===== src/rtl/core/sqrt_bisection_search_core_defines.svh =====
// ----------------------------------------------------------------------------
// sqrt_bisection_search_core_defines
// assertion macros shared by the bisection square root core
// ----------------------------------------------------------------------------
`ifndef SQRT_BISECTION_SEARCH_CORE_DEFINES_SVH
`define SQRT_BISECTION_SEARCH_CORE_DEFINES_SVH

// same-cycle implication, disabled during reset
`define SBS_ASSERT_NOW(label, clk, rst_n, ante, cons, msg) \
    label: assert property (@(posedge clk) disable iff (!rst_n) (ante) |-> (cons)) \
        else $error(msg);

// next-cycle implication, disabled during reset
`define SBS_ASSERT_NEXT(label, clk, rst_n, ante, cons, msg) \
    label: assert property (@(posedge clk) disable iff (!rst_n) (ante) |=> (cons)) \
        else $error(msg);

`endif


===== src/rtl/core/sbs_pkg.sv =====
// ----------------------------------------------------------------------------
// sbs_pkg
// shared widths, defaults and controller/datapath interface types
// ----------------------------------------------------------------------------
package sbs_pkg;

    localparam int VAL_W           = 32;
    localparam int ROOT_W          = 25;
    localparam int COUNT_W         = 7;
    localparam int SQ_W            = 2 * VAL_W;
    localparam int DEF_MAX_GUESSES = 64;
    localparam int DEF_FRAC_BITS   = 16;

    localparam logic [VAL_W-1:0] TOL_RESET = VAL_W'(66);

    typedef struct packed {
        logic load;
        logic mid_en;
        logic sq_en;
        logic step_en;
        logic out_load;
        logic tol_wr;
    } sbs_cmd_t;

    typedef struct packed {
        logic conv;
        logic cap;
    } sbs_status_t;

endpackage


===== src/rtl/core/sbs_dpath.sv =====
// ----------------------------------------------------------------------------
// sbs_dpath
// bounds, midpoint, squarer, tolerance window and result registers
// ----------------------------------------------------------------------------
module sbs_dpath #(
    parameter int MAX_GUESSES = sbs_pkg::DEF_MAX_GUESSES,
    parameter int FRAC_BITS   = sbs_pkg::DEF_FRAC_BITS
) (
    input  logic                         clk,
    input  logic                         rst_n,
    input  sbs_pkg::sbs_cmd_t            cmd,
    output sbs_pkg::sbs_status_t         status,
    input  logic [sbs_pkg::VAL_W-1:0]    radicand,
    input  logic [sbs_pkg::VAL_W-1:0]    tolerance,
    output logic [sbs_pkg::ROOT_W-1:0]   root,
    output logic [sbs_pkg::COUNT_W-1:0]  guess_count,
    output logic                         converged
);
    import sbs_pkg::*;

    localparam int TW     = VAL_W + FRAC_BITS;
    localparam int LW     = TW + 1;
    localparam int CW     = ((SQ_W > LW) ? SQ_W : LW) + 1;
    localparam int CNT_W  = $clog2(MAX_GUESSES + 1);
    localparam logic [VAL_W-1:0] ONE_VAL = VAL_W'(1) << FRAC_BITS;
    localparam logic [CNT_W-1:0] CAP_VAL = CNT_W'(MAX_GUESSES);

    logic [VAL_W-1:0]   tol_reg;
    logic [VAL_W-1:0]   low_reg, low_next;
    logic [VAL_W-1:0]   high_reg, high_next;
    logic [VAL_W-1:0]   mid_reg;
    logic [SQ_W-1:0]    sq_reg;
    logic [TW-1:0]      target_reg;
    logic [LW-1:0]      hi_lim_reg;
    logic signed [LW-1:0] lo_lim_reg;
    logic [CNT_W-1:0]   count_reg, count_next;
    logic [ROOT_W-1:0]  root_reg;
    logic [COUNT_W-1:0] guess_count_reg;
    logic               converged_reg;

    logic [TW-1:0]      target_in;
    logic [TW-1:0]      tol_sh;
    logic [VAL_W:0]     bound_sum;
    logic [CW-1:0]      sq_ext;
    logic               sq_lt_target;
    logic               sq_gt_target;
    logic               in_window;

    // tolerance register
    always_ff @(posedge clk or negedge rst_n)
    begin
        if (!rst_n)
        begin
            tol_reg <= TOL_RESET;
        end
        else if (cmd.tol_wr)
        begin
            tol_reg <= tolerance;
        end
    end

    assign target_in = {radicand, {FRAC_BITS{1'b0}}};
    assign tol_sh    = {tol_reg, {FRAC_BITS{1'b0}}};
    assign bound_sum = {1'b0, low_reg} + {1'b0, high_reg};

    assign sq_ext       = CW'(sq_reg);
    assign sq_lt_target = sq_ext < CW'(target_reg);
    assign sq_gt_target = sq_ext > CW'(target_reg);
    assign in_window    = (sq_ext < CW'(hi_lim_reg))
                       && ($signed(sq_ext) > CW'(lo_lim_reg));

    always_comb
    begin
        low_next   = low_reg;
        high_next  = high_reg;
        count_next = count_reg;
        if (cmd.load)
        begin
            low_next   = '0;
            high_next  = (radicand > ONE_VAL) ? radicand : ONE_VAL;
            count_next = '0;
        end
        else if (cmd.step_en)
        begin
            if (sq_lt_target)
            begin
                low_next = mid_reg;
            end
            if (sq_gt_target)
            begin
                high_next = mid_reg;
            end
            count_next = count_reg + CNT_W'(1);
        end
    end

    always_ff @(posedge clk)
    begin
        low_reg   <= low_next;
        high_reg  <= high_next;
        count_reg <= count_next;
        if (cmd.load)
        begin
            target_reg <= target_in;
            hi_lim_reg <= {1'b0, target_in} + {1'b0, tol_sh};
            lo_lim_reg <= $signed({1'b0, target_in} - {1'b0, tol_sh});
        end
        if (cmd.mid_en)
        begin
            mid_reg <= bound_sum[VAL_W:1];
        end
        if (cmd.sq_en)
        begin
            sq_reg <= mid_reg * mid_reg;
        end
        if (cmd.out_load)
        begin
            root_reg        <= mid_reg[ROOT_W-1:0];
            guess_count_reg <= COUNT_W'(count_reg);
            converged_reg   <= in_window;
        end
    end

    assign status.conv = in_window;
    assign status.cap  = (count_reg == CAP_VAL);

    assign root        = root_reg;
    assign guess_count = guess_count_reg;
    assign converged   = converged_reg;

endmodule


===== src/rtl/core/sbs_ctrl.sv =====
// ----------------------------------------------------------------------------
// sbs_ctrl
// search sequencer and request handshakes
// ----------------------------------------------------------------------------
`include "sqrt_bisection_search_core_defines.svh"

module sbs_ctrl (
    input  logic                 clk,
    input  logic                 rst_n,
    input  logic                 in_valid,
    output logic                 in_stall,
    output logic                 out_valid,
    input  logic                 out_stall,
    input  logic                 cfg_valid,
    output logic                 cfg_ready,
    output sbs_pkg::sbs_cmd_t    cmd,
    input  sbs_pkg::sbs_status_t status
);
    import sbs_pkg::*;

    typedef enum logic [4:0] {
        ST_IDLE = 5'b00001,
        ST_MID  = 5'b00010,
        ST_SQR  = 5'b00100,
        ST_EVAL = 5'b01000,
        ST_DONE = 5'b10000
    } state_t;

    state_t state_reg, state_next;
    logic   out_valid_reg, out_valid_next;
    logic   idle;
    logic   in_accept;
    logic   out_accept;

    assign idle       = (state_reg == ST_IDLE);
    assign in_stall   = !idle;
    assign cfg_ready  = idle;
    assign in_accept  = in_valid && !in_stall;
    assign out_accept = out_valid_reg && !out_stall;

    always_comb
    begin
        state_next = state_reg;
        cmd        = '0;
        cmd.tol_wr = cfg_valid && cfg_ready;
        unique case (state_reg)
            ST_IDLE:
            begin
                if (in_valid)
                begin
                    cmd.load   = 1'b1;
                    state_next = ST_MID;
                end
            end
            ST_MID:
            begin
                cmd.mid_en = 1'b1;
                state_next = ST_SQR;
            end
            ST_SQR:
            begin
                cmd.sq_en  = 1'b1;
                state_next = ST_EVAL;
            end
            ST_EVAL:
            begin
                if (status.conv || status.cap)
                begin
                    state_next = ST_DONE;
                end
                else
                begin
                    cmd.step_en = 1'b1;
                    state_next  = ST_MID;
                end
            end
            ST_DONE:
            begin
                if (!out_valid_reg || !out_stall)
                begin
                    cmd.out_load = 1'b1;
                    state_next   = ST_IDLE;
                end
            end
            default:
            begin
                state_next = ST_IDLE;
            end
        endcase
    end

    always_comb
    begin
        out_valid_next = out_valid_reg;
        if (cmd.out_load)
        begin
            out_valid_next = 1'b1;
        end
        else if (out_accept)
        begin
            out_valid_next = 1'b0;
        end
    end

    always_ff @(posedge clk or negedge rst_n)
    begin
        if (!rst_n)
        begin
            state_reg     <= ST_IDLE;
            out_valid_reg <= 1'b0;
        end
        else
        begin
            state_reg     <= state_next;
            out_valid_reg <= out_valid_next;
        end
    end

    assign out_valid = out_valid_reg;

    `SBS_ASSERT_NOW(a_no_overwrite, clk, rst_n, cmd.out_load, (!out_valid_reg || !out_stall), "result overwritten while pending")
    `SBS_ASSERT_NOW(a_step_only_open, clk, rst_n, cmd.step_en, (!status.conv && !status.cap), "step taken after search end")
    `SBS_ASSERT_NEXT(a_accept_starts, clk, rst_n, in_accept, (state_reg == ST_MID), "accepted request did not start search")
    `SBS_ASSERT_NOW(a_cfg_when_idle, clk, rst_n, cmd.tol_wr, (state_reg == ST_IDLE && !cmd.step_en), "tolerance written during search")

endmodule


===== src/rtl/core/sqrt_bisection_search_core.sv =====
// ----------------------------------------------------------------------------
// sqrt_bisection_search_core
// square root of an unsigned fixed point value by interval bisection
// ----------------------------------------------------------------------------
//  channel   handshake              payload
//  input     in_valid / in_stall    radicand
//  output    out_valid / out_stall  root, guess_count, converged
//  config    cfg_valid / cfg_ready  tolerance
//
//  each bisection step passes through the midpoint, squarer and window compare states
//  the result register lets the next request start while a result is pending
//  in_stall is high from acceptance until the result enters the output register
//  reset sets tolerance to 66 and empties the output register
// ----------------------------------------------------------------------------
module sqrt_bisection_search_core #(
    parameter int MAX_GUESSES = sbs_pkg::DEF_MAX_GUESSES,
    parameter int FRAC_BITS   = sbs_pkg::DEF_FRAC_BITS
) (
    input  logic                         clk,
    input  logic                         rst_n,
    input  logic                         in_valid,
    output logic                         in_stall,
    input  logic [sbs_pkg::VAL_W-1:0]    radicand,
    output logic                         out_valid,
    input  logic                         out_stall,
    output logic [sbs_pkg::ROOT_W-1:0]   root,
    output logic [sbs_pkg::COUNT_W-1:0]  guess_count,
    output logic                         converged,
    input  logic                         cfg_valid,
    output logic                         cfg_ready,
    input  logic [sbs_pkg::VAL_W-1:0]    tolerance
);
    import sbs_pkg::*;

    sbs_cmd_t    cmd;
    sbs_status_t status;

    sbs_ctrl u_ctrl (
        .clk       (clk),
        .rst_n     (rst_n),
        .in_valid  (in_valid),
        .in_stall  (in_stall),
        .out_valid (out_valid),
        .out_stall (out_stall),
        .cfg_valid (cfg_valid),
        .cfg_ready (cfg_ready),
        .cmd       (cmd),
        .status    (status)
    );

    sbs_dpath #(
        .MAX_GUESSES (MAX_GUESSES),
        .FRAC_BITS   (FRAC_BITS)
    ) u_dpath (
        .clk         (clk),
        .rst_n       (rst_n),
        .cmd         (cmd),
        .status      (status),
        .radicand    (radicand),
        .tolerance   (tolerance),
        .root        (root),
        .guess_count (guess_count),
        .converged   (converged)
    );

endmodule


===== config.mk =====
export PLATFORM = sky130hd
export DESIGN_NAME = sqrt_bisection_search_core
export DESIGN_NICKNAME = d
export VERILOG_FILES = /design/src/rtl/core/sbs_pkg.sv /design/src/rtl/core/sbs_dpath.sv /design/src/rtl/core/sbs_ctrl.sv /design/src/rtl/core/sqrt_bisection_search_core.sv
export VERILOG_INCLUDE_DIRS = /design/src /design/src/rtl/core
export SDC_FILE = /design/constraint.sdc
export NUM_CORES = 2
export LEC_CHECK = 0
export BUFFER_PORTS_ARGS = -buffer_cell sky130_fd_sc_hd__buf_2
export CORE_MARGIN = 5
export CORE_UTILIZATION = 28
export CTS_CLUSTER_DIAMETER = 80
export DETAILED_ROUTE_END_ITERATION = 8
export MAX_ROUTING_LAYER = met4
export SYNTH_ARGS = -nofsm -noshare
export SYNTH_HDL_FRONTEND = slang
export SYNTH_SLANG_ARGS = --single-unit

===== constraint.sdc =====
create_clock -name clk -period 16.95 [get_ports clk]
set_clock_uncertainty 0.15 [all_clocks]
set_input_delay 0.8475 -clock clk [delete_from_list [all_inputs] [get_ports clk]]
set_output_delay 0.8475 -clock clk [all_outputs]
set_load 0.005 [all_outputs]

==> flow_metrics.py <==
metrics = {
    "critical_path": {
        "critical_path.slowest_cell": "a2111oi_0",
        "timing.rr.start": "u_dpath.mid_reg[7]",
        "worstPathArrival_ps": 9690,
        "critPathLaunchType": "flip-flop",
        "critPathBufInv": 7,
        "r2r_slack_ps": 7420,
        "crit_type": "reg -> reg",
        "cp_top_family": "adder cells",
        "cpMostUsedCell": "fa_1",
        "endpoint_kind": "flip-flop",
        "r2r_cells": 26,
        "rr_endpoint": "u_dpath.sq_reg[62]",
        "worst_ep_required_time_ps": 17110,
        "max_stage_delay_ps": 910,
        "cp_max_fo": 29,
    },
    "global_routing": {
        "antenna_found_initial": 3,
        "use_met1_pct": 19.4,
        "grt_pass1_vias": 36700,
        "grt_max_degree": 65,
        "busiest_layer": "met2",
        "grt_use_met3_pct": 1.39,
        "grt.total_usage_pct": 15.1,
        "grt_pass1_wl_mm": 211,
        "grt-ovfl-total": 0,
        "met2_usage_pct": 25.7,
    },
    "synth": {
        "async_flop_share_pct": 11.4,
        "synth_common_cells": "inv_1 (1196), fa_1 (795), ha_1 (510)",
        "synth_edf_count": 257,
        "synth_top_cells_by_area": "fa_1 (33%), edfxtp_1 (16%), ha_1 (13%)",
        "yosysTopAreaCellShare_pct": 32.7,
        "synth_area_mm2": 0.0487,
        "synth.distinct_cells": 78,
        "synth_seq_area_share_pct": 19.4,
        "postSynthCellCount": 5006,
        "yosysTopAreaCell": "fa_1",
        "syn-num-nets": 6380,
        "ys_warn_count": 0,
        "yosysMostFrequentCell": "inv_1",
        "ys_ff_latch": 334,
        "synthFlopType": "edfxtp_1",
        "syn_avg_cell_area_um2": 9.73,
    },
    "clock_network": {
        "cts.path.max_buffers": 3,
        "numCtsBuffers": 39,
        "clk_latency_ps": 570,
        "htreeDepth": 2,
        "clk_pin_slew_ps": 60,
        "hold_buffers": 0,
        "cts.sinks": 334,
        "postCtsSetupBuffers": 0,
        "cts_tree": "yes",
        "cts_root_buffer": "clkbuf_16",
        "ctsResizeCount": 0,
    },
    "drt": {
        "vias_per_cell": 4.63,
        "drc": 0,
        "totalWireLength_mm": 132,
        "via_count": 34200,
        "postRouteAntennaNets": 0,
        "drtPass1Iterations": 6,
        "drtIter0Drc": 1985,
        "wl_per_cell_um": 17.9,
    },
    "floorplan": {
        "start_util_pct": 28.1,
        "num_rows": 153,
        "pin_count": 105,
        "core_area_mm2": 0.173,
        "chipWidth_um": 427,
        "dieArea_mm2": 0.182,
        "fp.dieH_um": 427,
    },
    "min_path": {
        "min_path_type": "in -> async",
    },
    "timing": {
        "holdWs_ps": 281,
        "fin_crit_sh_pct": 56.2,
        "max_freq_mhz": 105,
        "period_needed_ps": 9530,
        "finalSetupViolCount": 0,
        "report.final.slew_viol_count": 0,
        "tns_ps": 0,
        "rsz0062_at_grt": "no",
        "slew_headroom_pct": 30.9,
        "final_hold_viol_count": 0,
        "worst_slew_pin_slew_ps": 1010,
    },
    "job": {
        "max_cap_viol_count": 0,
    },
    "outcome": {
        "status": "finished clean",
    },
    "cells_and_area": {
        "largest_reg_flops": 63,
        "fin_util_pct": 30.6,
        "syn2layout_area_growth_pct": 9.10,
        "fin_cells": 7390,
        "fin_nets": 6405,
        "fill_cells": 18100,
        "drive_gt1_share_pct": 5.67,
    },
    "placement": {
        "detailed_place_hpwl_mm": 106,
        "port_buffers": 104,
        "placed_cells": 7315,
        "place_congestion": 0.925,
    },
}
-- layer usage --
layer	vias up	part of all wire (%)
met1	17400	43
met2	858	49
met3	169	4.8
li1	15800	-
met5	-	0
met4	0	2.8
-- worst register-to-register path: stages, from the launching register on --
cell and delay (ps):
edfxtp_1 320, buf_4 450, inv_1 460, nor2_1 340, fa_1 520, fa_1 440, fa_1 540, inv_1 50
fa_1 540, inv_1 70, fa_1 460, ha_1 330, fa_1 540, inv_1 60, fa_1 520, inv_1 40
ha_1 430, and4_1 260, nand3_1 220, or2_1 290, a31o_2 260, a2111oi_0 910, buf_4 270, o211ai_1 180
a21oi_1 310, o31ai_1 110, and4_1 190
-- kinds of logic after synthesis --
kind of cell / synth area share, %
and+or+nand+nor: 11.6
AOI/OAI and AO/OA: 8.01
DFF: 19.4
adders and majority gates: 45.8
muxes: 1.58
xor gates and xnor gates: 3.02
buffers and inverters: 10.6
-- placed cells by master (no fill, tap or decap), drive strengths merged, types with 9 or more instances in the layout --
master   instances
o21ai           93
nor4            30
xnor2          109
dfrtp           35
o21a            31
dfxtp           39
a211oi          19
o211ai          17
fa             795
nand4           38
nand3           49
nand2b          16
a31oi           25
edfxtp         257
or3             12
a2111oi         10
clkbuf          52
or2             11
and2           243
and3            12
nor3            53
mux2i           38
nor2           161
a221oi           9
mux2            34
nand2          473
inv           1200
ha             510
buf            151
a21oi          182
clkinv          14
nor2b           35
o31ai           17
nor3b           11
a21o            74
o21bai          37
xor2            59
a31o            14
-- area by class of cell --
class	count	area [um2]	share of cell area, %
diodes	3	7.51	0.0141
clock inverters	20	161	0.304
flip-flops and latches	334	9450	17.8
well taps	2325	2910	5.48
inverters	1198	4500	8.47
clock buffers	52	1100	2.06
multi-input cells	3307	34100	64.2
repair buffers	151	873	1.64
-- metrics by stage --
step,setup WS [ps],area (um2)
6_report,7420,53100
5_1_grt,7160,53100
4_1_cts,7560,53100
3_5_place_dp,7610,51900
3_3_place_gp,7550,51900
2_1_floorplan,8950,48700
-- how the worst max path moves through the flow --
stage	end	slack, ps	start	depth (start not counted)
6_report	u_dpath.sq_reg[62]	7420	u_dpath.mid_reg[7]	26
5_1_grt	u_dpath.sq_reg[62]	7160	u_dpath.mid_reg[12]	28
4_1_cts	u_dpath.sq_reg[62]	7560	u_dpath.mid_reg[5]	28
3_5_place_dp	u_dpath.sq_reg[62]	7610	u_dpath.mid_reg[5]	28
3_3_place_gp	u_dpath.sq_reg[62]	7550	u_dpath.mid_reg[12]	28
2_1_floorplan	u_dpath.sq_reg[62]	8950	u_dpath.mid_reg[6]	29
Power is not shown: default switching activity piles up to over one toggle a cycle in this logic, so the estimate is an artifact.
